==> src/rtl/core/assert_macros.svh <==
// assertion macros shared by the interface register file rtl
// expects a clock named clk and a synchronous active-high reset named rst in scope
`ifndef ASSERT_MACROS_SVH
`define ASSERT_MACROS_SVH

// combinational property checked at every clock edge out of reset
`define VIA_ASSERT_ALWAYS(label, expr, msg) \
  label: assert property (@(posedge clk) disable iff (rst) (expr)) \
    else $error(msg);

// property whose consequent is checked in the cycle after the antecedent
`define VIA_ASSERT_NEXT(label, ante, cons, msg) \
  label: assert property (@(posedge clk) disable iff (rst) (ante) |=> (cons)) \
    else $error(msg);

`endif

==> src/rtl/core/via_rf_pkg.sv <==
// types and codes for the 6522-style interface register file
// no dependencies; used by versatile_interface_register_file
package via_rf_pkg;

  // request commands
  typedef enum logic [2:0] {
    CMD_READ   = 3'd0,
    CMD_WRITE  = 3'd1,
    CMD_PORT_A = 3'd2,
    CMD_PORT_B = 3'd3,
    CMD_CA1    = 3'd4,
    CMD_CA2    = 3'd5,
    CMD_CB1    = 3'd6,
    CMD_CB2    = 3'd7
  } cmd_t;

  // register offsets, standard 6522 order
  typedef enum logic [3:0] {
    REG_ORB    = 4'd0,
    REG_ORA    = 4'd1,
    REG_DDRB   = 4'd2,
    REG_DDRA   = 4'd3,
    REG_T1C_L  = 4'd4,
    REG_T1C_H  = 4'd5,
    REG_T1L_L  = 4'd6,
    REG_T1L_H  = 4'd7,
    REG_T2C_L  = 4'd8,
    REG_T2C_H  = 4'd9,
    REG_SR     = 4'd10,
    REG_ACR    = 4'd11,
    REG_PCR    = 4'd12,
    REG_IFR    = 4'd13,
    REG_IER    = 4'd14,
    REG_ORA_NH = 4'd15
  } reg_t;

  // interrupt flag bits
  localparam logic [7:0] FLAG_CA2 = 8'h01;
  localparam logic [7:0] FLAG_CA1 = 8'h02;
  localparam logic [7:0] FLAG_SR  = 8'h04;
  localparam logic [7:0] FLAG_CB2 = 8'h08;
  localparam logic [7:0] FLAG_CB1 = 8'h10;
  localparam logic [7:0] FLAG_T2  = 8'h20;
  localparam logic [7:0] FLAG_T1  = 8'h40;
  localparam logic [7:0] FLAG_IRQ = 8'h80;

  localparam logic [15:0] TIMER_RESET = 16'hFFFF;

  typedef struct packed {
    logic [2:0] cmd;
    logic [3:0] reg_index;
    logic [7:0] data;
  } in_t;

  typedef struct packed {
    logic [7:0] read_data;
    logic       irq;
    logic [7:0] port_a_pins;
    logic       port_a_notify;
    logic [7:0] port_b_pins;
    logic       port_b_notify;
  } out_t;

endpackage

==> src/rtl/core/versatile_interface_register_file.sv <==
// 6522-style interface adapter register side: bus registers, pin events, interrupt line
// depends on via_rf_pkg and assert_macros.svh
// a request is held in an input register; its result goes into the result slot as soon
// as that slot is empty or being taken, so a held result stalls the request
// throughput: one request per cycle unless the output stalls; one pass of register logic
// reset: rst clears both slot valid flags and resets every architectural register
`include "assert_macros.svh"

module versatile_interface_register_file (
  input  logic              clk,
  input  logic              rst,
  input  logic              in_valid,
  output logic              in_ready,
  input  via_rf_pkg::in_t   in_item,
  output logic              out_valid,
  input  logic              out_ready,
  output via_rf_pkg::out_t  out_item
);

  // pipeline slots
  logic             pend_valid;
  via_rf_pkg::in_t  pend_item;
  logic             advance;

  // architectural registers
  logic [7:0]  out_reg_a, out_reg_b, dir_a, dir_b, in_pins_a, in_pins_b;
  logic [7:0]  t1_latch_lo, t1_latch_hi;
  logic [15:0] t1_count, t2_latch_word, t2_count;
  logic        t2_running;
  logic [7:0]  shift_value, aux_control, periph_control, int_flags;
  logic [6:0]  int_enables;
  logic [7:0]  out_a_nh;
  logic [3:0]  line_levels;

  logic [7:0]  out_reg_a_next, out_reg_b_next, dir_a_next, dir_b_next;
  logic [7:0]  in_pins_a_next, in_pins_b_next, t1_latch_lo_next, t1_latch_hi_next;
  logic [15:0] t1_count_next, t2_latch_word_next, t2_count_next;
  logic        t2_running_next;
  logic [7:0]  shift_value_next, aux_control_next, periph_control_next, int_flags_next;
  logic [6:0]  int_enables_next;
  logic [7:0]  out_a_nh_next;
  logic [3:0]  line_levels_next;

  via_rf_pkg::out_t result;
  logic             force_b;
  logic [7:0]       old_a, old_b, new_a, new_b;
  logic             lvl, old_lvl;
  logic [15:0]      t2_dec;

  // edge detect for a control line; mode 0-1 falling, 2-3 rising, else none
  function automatic logic line_edge(input logic [2:0] mode, input logic was,
                                     input logic now);
    logic hit;
    begin
      hit = 1'b0;
      if (mode <= 3'd1) begin
        hit = was & ~now;
      end else if (mode <= 3'd3) begin
        hit = ~was & now;
      end
      return hit;
    end
  endfunction

  // handshake: the input slot refills while the result slot moves on
  assign advance  = pend_valid && (!out_valid || out_ready);
  assign in_ready = !pend_valid || advance;

  // register update for the request in the input slot
  always_comb begin
    out_reg_a_next      = out_reg_a;
    out_reg_b_next      = out_reg_b;
    dir_a_next          = dir_a;
    dir_b_next          = dir_b;
    in_pins_a_next      = in_pins_a;
    in_pins_b_next      = in_pins_b;
    t1_latch_lo_next    = t1_latch_lo;
    t1_latch_hi_next    = t1_latch_hi;
    t1_count_next       = t1_count;
    t2_latch_word_next  = t2_latch_word;
    t2_count_next       = t2_count;
    t2_running_next     = t2_running;
    shift_value_next    = shift_value;
    aux_control_next    = aux_control;
    periph_control_next = periph_control;
    int_flags_next      = int_flags;
    int_enables_next    = int_enables;
    out_a_nh_next       = out_a_nh;
    line_levels_next    = line_levels;
    force_b             = 1'b0;
    result.read_data    = 8'h00;
    lvl                 = pend_item.data[0];
    old_lvl             = line_levels[pend_item.cmd[1:0]];
    t2_dec              = t2_count - 16'd1;

    case (pend_item.cmd)
      via_rf_pkg::CMD_READ: begin
        case (pend_item.reg_index)
          via_rf_pkg::REG_ORB: begin
            int_flags_next   = int_flags & ~(via_rf_pkg::FLAG_CB1 | via_rf_pkg::FLAG_CB2);
            result.read_data = (in_pins_b & ~dir_b) | (out_reg_b & dir_b);
          end
          via_rf_pkg::REG_ORA: begin
            int_flags_next   = int_flags & ~(via_rf_pkg::FLAG_CA1 | via_rf_pkg::FLAG_CA2);
            result.read_data = (in_pins_a & ~dir_a) | (out_reg_a & dir_a);
          end
          via_rf_pkg::REG_DDRB:  result.read_data = dir_b;
          via_rf_pkg::REG_DDRA:  result.read_data = dir_a;
          via_rf_pkg::REG_T1C_L: begin
            int_flags_next   = int_flags & ~via_rf_pkg::FLAG_T1;
            result.read_data = t1_count[7:0];
          end
          via_rf_pkg::REG_T1C_H: result.read_data = t1_count[15:8];
          via_rf_pkg::REG_T1L_L: result.read_data = t1_latch_lo;
          via_rf_pkg::REG_T1L_H: result.read_data = t1_latch_hi;
          via_rf_pkg::REG_T2C_L: begin
            int_flags_next   = int_flags & ~via_rf_pkg::FLAG_T2;
            result.read_data = t2_count[7:0];
          end
          via_rf_pkg::REG_T2C_H: result.read_data = t2_count[15:8];
          via_rf_pkg::REG_SR: begin
            int_flags_next   = int_flags & ~via_rf_pkg::FLAG_SR;
            result.read_data = shift_value;
          end
          via_rf_pkg::REG_ACR:   result.read_data = aux_control;
          via_rf_pkg::REG_PCR:   result.read_data = periph_control;
          via_rf_pkg::REG_IFR:   result.read_data = int_flags;
          via_rf_pkg::REG_IER:   result.read_data = {1'b1, int_enables};
          default:               result.read_data = out_a_nh;
        endcase
      end
      via_rf_pkg::CMD_WRITE: begin
        case (pend_item.reg_index)
          via_rf_pkg::REG_ORB: begin
            out_reg_b_next = pend_item.data;
            int_flags_next = int_flags & ~(via_rf_pkg::FLAG_CB1 | via_rf_pkg::FLAG_CB2);
          end
          via_rf_pkg::REG_ORA: begin
            out_reg_a_next = pend_item.data;
            int_flags_next = int_flags & ~(via_rf_pkg::FLAG_CA1 | via_rf_pkg::FLAG_CA2);
          end
          via_rf_pkg::REG_DDRB:  dir_b_next = pend_item.data;
          via_rf_pkg::REG_DDRA:  dir_a_next = pend_item.data;
          via_rf_pkg::REG_T1C_L: t1_latch_lo_next = pend_item.data;
          // timer 1 start: load counter, clear pb7 when it drives the pin
          via_rf_pkg::REG_T1C_H: begin
            t1_latch_hi_next = pend_item.data;
            t1_count_next    = {pend_item.data, t1_latch_lo};
            int_flags_next   = int_flags & ~via_rf_pkg::FLAG_T1;
            if (aux_control[7] && dir_b[7]) begin
              out_reg_b_next = {1'b0, out_reg_b[6:0]};
              force_b        = 1'b1;
            end
          end
          via_rf_pkg::REG_T1L_L: t1_latch_lo_next = pend_item.data;
          via_rf_pkg::REG_T1L_H: begin
            t1_latch_hi_next = pend_item.data;
            int_flags_next   = int_flags & ~via_rf_pkg::FLAG_T1;
          end
          via_rf_pkg::REG_T2C_L: t2_latch_word_next = {t2_latch_word[15:8], pend_item.data};
          via_rf_pkg::REG_T2C_H: begin
            t2_latch_word_next = {pend_item.data, t2_latch_word[7:0]};
            t2_count_next      = {pend_item.data, t2_latch_word[7:0]};
            int_flags_next     = int_flags & ~via_rf_pkg::FLAG_T2;
            t2_running_next    = 1'b1;
          end
          via_rf_pkg::REG_SR: begin
            shift_value_next = pend_item.data;
            int_flags_next   = int_flags & ~via_rf_pkg::FLAG_SR;
          end
          via_rf_pkg::REG_ACR:   aux_control_next = pend_item.data;
          via_rf_pkg::REG_PCR:   periph_control_next = pend_item.data;
          via_rf_pkg::REG_IFR:   int_flags_next = int_flags & ~{1'b0, pend_item.data[6:0]};
          // bit 7 picks set or clear
          via_rf_pkg::REG_IER: begin
            if (pend_item.data[7]) begin
              int_enables_next = int_enables | pend_item.data[6:0];
            end else begin
              int_enables_next = int_enables & ~pend_item.data[6:0];
            end
          end
          default: begin
            out_a_nh_next  = pend_item.data;
            out_reg_a_next = pend_item.data;
          end
        endcase
      end
      via_rf_pkg::CMD_PORT_A: in_pins_a_next = pend_item.data;
      // port b input with pb6 pulse counting for timer 2
      via_rf_pkg::CMD_PORT_B: begin
        in_pins_b_next = pend_item.data;
        if (aux_control[5] && t2_running && in_pins_b[6] && !pend_item.data[6]) begin
          t2_count_next = t2_dec;
          if (t2_dec == via_rf_pkg::TIMER_RESET) begin
            int_flags_next  = int_flags | via_rf_pkg::FLAG_T2;
            t2_running_next = 1'b0;
          end
        end
      end
      via_rf_pkg::CMD_CA1: begin
        line_levels_next[0] = lvl;
        if (line_edge({1'b0, periph_control[0], 1'b0}, old_lvl, lvl)) begin
          int_flags_next = int_flags | via_rf_pkg::FLAG_CA1;
        end
      end
      via_rf_pkg::CMD_CA2: begin
        line_levels_next[1] = lvl;
        if (line_edge(periph_control[3:1], old_lvl, lvl)) begin
          int_flags_next = int_flags | via_rf_pkg::FLAG_CA2;
        end
      end
      via_rf_pkg::CMD_CB1: begin
        line_levels_next[2] = lvl;
        if (line_edge({1'b0, periph_control[4], 1'b0}, old_lvl, lvl)) begin
          int_flags_next = int_flags | via_rf_pkg::FLAG_CB1;
        end
      end
      default: begin
        line_levels_next[3] = lvl;
        if (line_edge(periph_control[7:5], old_lvl, lvl)) begin
          int_flags_next = int_flags | via_rf_pkg::FLAG_CB2;
        end
      end
    endcase

    // irq summary bit from flags and enables after the update
    int_flags_next[7] = |(int_flags_next[6:0] & int_enables_next);

    // pin bytes before and after
    old_a = (in_pins_a & ~dir_a) | (out_reg_a & dir_a);
    old_b = (in_pins_b & ~dir_b) | (out_reg_b & dir_b);
    new_a = (in_pins_a_next & ~dir_a_next) | (out_reg_a_next & dir_a_next);
    new_b = (in_pins_b_next & ~dir_b_next) | (out_reg_b_next & dir_b_next);

    result.irq           = int_flags_next[7];
    result.port_a_pins   = new_a;
    result.port_a_notify = new_a != old_a;
    result.port_b_pins   = new_b;
    result.port_b_notify = force_b || (new_b != old_b);
  end

  // pipeline slots and register file
  always_ff @(posedge clk) begin
    if (rst) begin
      pend_valid     <= 1'b0;
      out_valid      <= 1'b0;
      out_reg_a      <= 8'h00;
      out_reg_b      <= 8'h00;
      dir_a          <= 8'h00;
      dir_b          <= 8'h00;
      in_pins_a      <= 8'h00;
      in_pins_b      <= 8'h00;
      t1_latch_lo    <= 8'h00;
      t1_latch_hi    <= 8'h00;
      t1_count       <= via_rf_pkg::TIMER_RESET;
      t2_latch_word  <= via_rf_pkg::TIMER_RESET;
      t2_count       <= via_rf_pkg::TIMER_RESET;
      t2_running     <= 1'b0;
      shift_value    <= 8'h00;
      aux_control    <= 8'h00;
      periph_control <= 8'h00;
      int_flags      <= 8'h00;
      int_enables    <= 7'h00;
      out_a_nh       <= 8'h00;
      line_levels    <= 4'hF;
    end else begin
      if (in_valid && in_ready) begin
        pend_valid <= 1'b1;
        pend_item  <= in_item;
      end else if (advance) begin
        pend_valid <= 1'b0;
      end
      if (advance) begin
        out_valid      <= 1'b1;
        out_item       <= result;
        out_reg_a      <= out_reg_a_next;
        out_reg_b      <= out_reg_b_next;
        dir_a          <= dir_a_next;
        dir_b          <= dir_b_next;
        in_pins_a      <= in_pins_a_next;
        in_pins_b      <= in_pins_b_next;
        t1_latch_lo    <= t1_latch_lo_next;
        t1_latch_hi    <= t1_latch_hi_next;
        t1_count       <= t1_count_next;
        t2_latch_word  <= t2_latch_word_next;
        t2_count       <= t2_count_next;
        t2_running     <= t2_running_next;
        shift_value    <= shift_value_next;
        aux_control    <= aux_control_next;
        periph_control <= periph_control_next;
        int_flags      <= int_flags_next;
        int_enables    <= int_enables_next;
        out_a_nh       <= out_a_nh_next;
        line_levels    <= line_levels_next;
      end else if (out_ready) begin
        out_valid <= 1'b0;
      end
    end
  end

  // checks
  `VIA_ASSERT_ALWAYS(a_irq_summary, int_flags[7] == |(int_flags[6:0] & int_enables), "irq stale")
  `VIA_ASSERT_NEXT(a_advance_fills, advance, out_valid, "result slot empty after a move")
  `VIA_ASSERT_NEXT(a_pend_holds, pend_valid && !advance, pend_valid && $stable(pend_item), "lost")
  `VIA_ASSERT_NEXT(a_irq_matches, advance, out_item.irq == int_flags[7], "result irq differs")

endmodule

==> config.mk <==
export PLATFORM = sky130hd
export DESIGN_NAME = versatile_interface_register_file
export DESIGN_NICKNAME = d
export VERILOG_FILES = /design/src/rtl/core/via_rf_pkg.sv /design/src/rtl/core/versatile_interface_register_file.sv
export VERILOG_INCLUDE_DIRS = /design/src /design/src/rtl/core
export SDC_FILE = /design/constraint.sdc
export NUM_CORES = 1
export LEC_CHECK = 0
export BUFFER_PORTS_ARGS = -buffer_cell sky130_fd_sc_hd__buf_2
export CORE_MARGIN = 2
export CORE_UTILIZATION = 30
export CTS_BUF_LIST = sky130_fd_sc_hd__clkbuf_8
export DETAILED_ROUTE_END_ITERATION = 8
export MAX_ROUTING_LAYER = met4
export PLACE_DENSITY = 0.42
export SLEW_MARGIN = 20
export SYNTH_ARGS = -nofsm -noshare
export SYNTH_HDL_FRONTEND = slang
export SYNTH_SLANG_ARGS = --single-unit
==> constraint.sdc <==
create_clock -name clk -period 2.57 [get_ports clk]
set_clock_uncertainty 0.1 [all_clocks]
set_input_delay 0 -clock clk [delete_from_list [all_inputs] [get_ports clk]]
set_output_delay 0 -clock clk [all_outputs]
set_load 0.005 [all_outputs]
; After elaboration in Yosys (flattened, before gate mapping)
; Index checks and enable logic that the tools add are counted.
[word_totals]
word_cells = 187
output_inout_bits = 29
register_bits = 200
[classes]
n_reduce_logical = 39
n_addsub = 1
n_eq_ne = 26
n_bitwise = 30
muxes = 51
n_lt_le_gt_ge = 7
[op_table]
columns = cell, count
row1 = 8-bit one-hot mux with 15 select lines, 1
row2 = 8-bit two-way mux, 10
row3 = 8-bit AND, 8
row4 = 7-bit one-hot mux with 7 select lines, 1
row5 = 7-bit one-hot mux with 6 select lines, 1
row6 = 7-bit one-hot mux with 5 select lines, 1
row7 = 16-bit two-way mux, 2
row8 = 8-bit inverter, 4
row9 = 8-bit bitwise OR, 4
row10 = 16-bit one-hot mux with 2 select lines, 1
row11 = 8-bit one-hot mux with 2 select lines, 2
row12 = 4-bit == test (second input constant), 7
row13 = 1-bit two-way mux, 22
row14 = 7-bit AND, 3
row15 = 7-bit two-way mux, 3
row16 = 3-bit AND reduction, 7
row17 = 16-bit == test (second input constant), 1
row18 = 4-bit by 3-bit == test with 1-bit output (second input constant), 4
row19 = 8-bit inequality test, 2
row20 = 16-bit by 1-bit subtractor with 16-bit output (second input constant), 1
row21 = 15-bit OR reduction, 1
row22 = 7-bit inverter, 2
row23 = 14-bit OR reduction, 1
row24 = 7-bit OR reduction, 2
row25 = 30 further kinds, 63

; Depth between registers and ports, before layout
[depth]
depth_word = 11
depth_mapped = 10
mapped_depth_nobuf = 9

; Least setup slack after synthesis
; No wires, ideal clock.
[synth_timing]
path_kind = reg-to-reg
from = reg pend_item[12] (netlist bit)
to = reg out_item[9] (netlist bit) (data pin)
required_time_ps = 2202
n_path_buf = 2
setup_time_ps = 268
setup_slack_ps = -223
t_arrival_ps = 2425
stages_incl_launch_ff = 10
cell_sequence = edfxtp_1 > buf_2 > or3b_2 > clkbuf_1 > mux2i_1 > a22oi_1 > a221o_1 > xnor2_1 > nor4_1 > nand4bb_1
[synth_rtl]
columns = item, line_no
row1 = start: declaration, versatile_interface_register_file.sv:22  ; via_rf_pkg::in_t pend_item;
row2 = start signal: assignment, versatile_interface_register_file.sv:269  ; pend_item <= in_item;
row3 = end signal: assignment, versatile_interface_register_file.sv:275  ; out_item <= result;
row4 = end: declaration, versatile_interface_register_file.sv:17  ; output via_rf_pkg::out_t out_item

==> reports/results.md <==
| Stage | Item | Reported |
|---|---|---|
| die | Std-Cell Rows | 68 |
| timing | Number of setup violations in the final report | 4 |
| clocking | Clock tree from TritonCTS | built |
| power and ir drop | Net load switching power | 1.82 mW |
| logic synthesis | Yosys warning total | 0 |
| worst setup path | Worst path arrival time | 2930 ps |
| run status | Violated checks | setup timing |
| power and ir drop | Proportion of power drawn by the clock network | 34.4% |
| logic synthesis | Sequential share of the synthesized area | 41.8% |
| timing | Max transition margin | 37.8% |
| logic synthesis | Syn nets | 1320 |
| die | Width of the die | 192 microns |
| clocking | Clock-pin slew reported for the worst setup and hold paths after clock tree synthesis | 110 ps |
| detailed routing | # DRC | 0 |
| global routing | Pin count of the biggest net entering global routing | 114 |
| cells and area | Synthesis-to-layout area growth | 28.3% |
| worst setup path | Worst Setup Path Type | reg -> reg |
| timing | Slew at the pin closest to its max-slew limit | 933 ps |
| power and ir drop | Int Pwr | 4.50 mW |
| logic synthesis | Area of the mapped netlist | 0.0106 sq mm |
| placement | Worst slack at placement | -282 ps |
| timing | Unrepaired setup endpoints after global routing | true |
| worst setup path | Highest fanout seen on the critical path | 6 |
| timing | Setup total negative slack | -478 ps |
| die | I/O pin total | 48 |
| cells and area | Proportion of layout cells with a drive suffix above 1 | 23.9% |
| power and ir drop | Sequential Power Share | 52.4% |
| worst setup path | Endpoint kind of the worst setup timing path | flop |
| logic synthesis | Top_reg_cell synth | sky130_fd_sc_hd__dfxtp_1 |
| logic synthesis | Post-Synthesis Cells | 1299 |
| detailed routing | Vias/cell | 5.43 |
| power and ir drop | Total leakage power | 5.11 nW |
| clocking | Clock sink count | 200 |
| cells and area | Filler instances | 3561 |
| die | Core Footprint | 0.0346 sq mm |
| global routing | Gr usage total | 24.8% |
| detailed routing | DR vias | 10600 |
| logic synthesis | Cell variety after synth | 70 |
| die | Initial core utilization | 30.6% |
| die | Height of the chip | 192 microns |
| run | Maximum Capacitance Violations | 0 |
| logic synthesis | Post-synth ARST share | 0% |
| placement | Post-placement cell count | 1882 |
| run status | Run status | finished with violations |
| power and ir drop | Power per cell area | 466 mW/mm^2 |
| placement | Placed wire-length estimate | 32200 microns |
| detailed routing | Post-route antenna net violation count | 0 |
| global routing | Total overflow reported by the global router | 0 |
| cells and area | Final layout net count | 1507 |
| placement | Weighted congestion at the end of routability-driven global placement | 0.945 |
| detailed routing | Routed WL | 44100 microns |
| timing | Final hold vios | 0 |
| clocking | Library cell used as clock root buffer | sky130_fd_sc_hd__clkbuf_8 |
| global routing | Wire length of the first global-routing pass | 64500 microns |
| logic synthesis | FF+latch count, synth | 200 |
| global routing | Number of antenna violations at the first check in global routing | 0 |
| timing | Crit path time final | 2760 ps |
| timing | Final max-slew violation count | 0 |
| cells and area | Number of cells in the finished layout apart from fillers | 1954 |
| cells and area | Layout Utilization | 39.2% |
| worst setup path | Data required time of the critical path | 2740 ps |
| timing | Maximum clock frequency | 362 MHz |
| detailed routing | Routed len/inst | 22.6 microns |
| die | Die Outline Area | 0.0368 sq mm |
| power and ir drop | Portion of total power attributed to combinational logic | 13.2% |
| timing | Final period utilization | 107% |
| clocking | Clock buffer depth | 2 |
| detailed routing | Violation count after the first detailed-routing iteration | 819 |
| detailed routing | Detailed-router iteration count before antenna repair | 5 |
| clocking | Number of H-tree levels | 4 |
| timing | Final worst-path setup slack | -190 ps |
| global routing | Via count of the first global-routing pass | 9796 |
| worst setup path | Startpoint type of the worst setup path | flop |
| power and ir drop | Max VDD drop | 342 uV |
| placement | Port Buf Inserts | 47 |
| power and ir drop | Fraction of power spent switching nets | 28.8% |
| logic synthesis | Mean instance size in the synthesized netlist | 8.15 sq um |
| cells and area | Ant diodes | 0 |
| logic synthesis | Number of synthesized flops with an enable pin | 42 |
| worst hold path | Tightest Hold Check Type | in -> reg |
| clocking | Number of CTS-inserted buffers | 17 |
| clocking | Clock latency reported for the late side of the worst-skew pair | 520 ps |
## cell usage after synthesis, drive strengths merged (14+ instances only)
| cell | instances | area share (%) |
|---|---|---|
| a211oi | 18 | 1.3 |
| a21oi | 108 | 5.1 |
| a22oi | 24 | 1.7 |
| a31oi | 14 | 0.83 |
| buf | 20 | 0.85 |
| clkbuf | 93 | 3.3 |
| dfxtp | 158 | 30 |
| edfxtp | 42 | 12 |
| mux2i | 80 | 7.6 |
| nand2 | 212 | 7.5 |
| nand3 | 67 | 3.2 |
| nor2 | 130 | 4.6 |
| nor3 | 30 | 1.4 |
| o21ai | 74 | 3.5 |
| xnor2 | 15 | 1.2 |
## critical path: stages (launching register included)
cell	delay (ps)
sky130_fd_sc_hd__edfxtp_1	430
sky130_fd_sc_hd__buf_4	150
sky130_fd_sc_hd__or3b_4	480
sky130_fd_sc_hd__mux2i_4	220
sky130_fd_sc_hd__a22oi_1	110
sky130_fd_sc_hd__a221o_1	320
sky130_fd_sc_hd__xnor2_1	150
sky130_fd_sc_hd__nor4_2	300
sky130_fd_sc_hd__buf_4	150
sky130_fd_sc_hd__nand4bb_1	90
## kinds of logic (layout without fill, tap and decap cells)
kind of cell             Yosys count  after routing  synth area share, %
AO/OA/AOI/OAI                    340            340                 20.7
XOR/XNOR                          22             22                 1.82
adder cells (fa/ha/maj)            2              2                0.236
buffers and inverters            129            329                 4.72
flip-flops                       200            200                 41.8
multiplexers                      87             87                 8.42
AND/OR/NAND/NOR                  519            519                 22.3
## per-layer routing
metal | up-vias | GRT usage, % | wire [microns]
met5 | - | - | 0
met4 | 0 | 10.2 | 1670
met3 | 71 | 3.44 | 2590
met2 | 366 | 37.4 | 19900
met1 | 5133 | 33.3 | 20000
li1 | 5045 | - | -
## registers in the layout, indices dropped and copies added (netlist names), 14 cells and up
signal / count
out_item: 27
t2_count: 16
pend_item: 14
t1_count: 16
## worst paths after layout
| kind | start | to | slack [ps] | cells past startpoint |
|---|---|---|---|---|
| min reg2reg | out_a_nh[5] | out_a_nh[5] | 360 | 2 |
| max | pend_item[14] | out_item[9] | -190 | 9 |
| min | in_item[5] | pend_item[5] | 80 | 2 |
| max reg2reg | pend_item[14] | out_item[9] | -190 | 9 |
## layout make-up
type	instances	area (sq um)	area share [%]
clock buffers	17	234	1.72
clock inverters	15	166	1.23
multi-input cells	970	5920	43.6
inverters	16	63.8	0.470
well taps	455	569	4.19
flip-flops and latches	200	4430	32.6
repair buffers	281	2200	16.2
## placed cells by master (no fill, tap or decap), drive strengths merged, types with 8 or more instances in the layout
cell type,count
a211oi,18
a21boi,8
a21oi,108
a221o,12
a22o,11
a22oi,24
a31oi,14
a32oi,8
and3,11
buf,262
clkbuf,17
dfxtp,158
dlygate4sd3,19
edfxtp,42
inv,20
mux2i,80
nand2,212
nand3,67
nor2,130
nor2b,13
nor3,30
o211ai,10
o21ai,74
o22ai,12
xnor2,15
## power groups by stage
stage	Sequential, mW	Clock [mW]	Combinational [mW]
2_1_floorplan	3.36	0	0.391
3_3_place_gp	3.38	0	0.744
3_5_place_dp	3.38	0	0.742
4_1_cts	3.31	2.24	0.796
5_1_grt	3.32	2.35	0.889
6_report	3.31	2.18	0.833
## through the flow
stage               area, sq um  hold slack [ps]  total power [mW]
global route              13600             66.0              6.56
finish                    13600             81.0              6.32
floorplan                 10600            -1.13              3.75
CTS                       13300             51.7              6.35
global placement          12500             78.8              4.12
detailed placement        12500             78.1              4.12
## what timing repair did
| action | CTS | global route |
|---|---|---|
| hold endpoints to repair | 29 | 0 |
| setup endpoints to repair | 13 | 41 |
| buffers inserted | 13 | 7 |
| hold buffers | 19 | 0 |
| gates resized for setup | 16 | 52 |
| pin swaps | 12 | 6 |
| cloned | 1 | 0 |
Note: power is estimated with default switching activity, not from simulation.
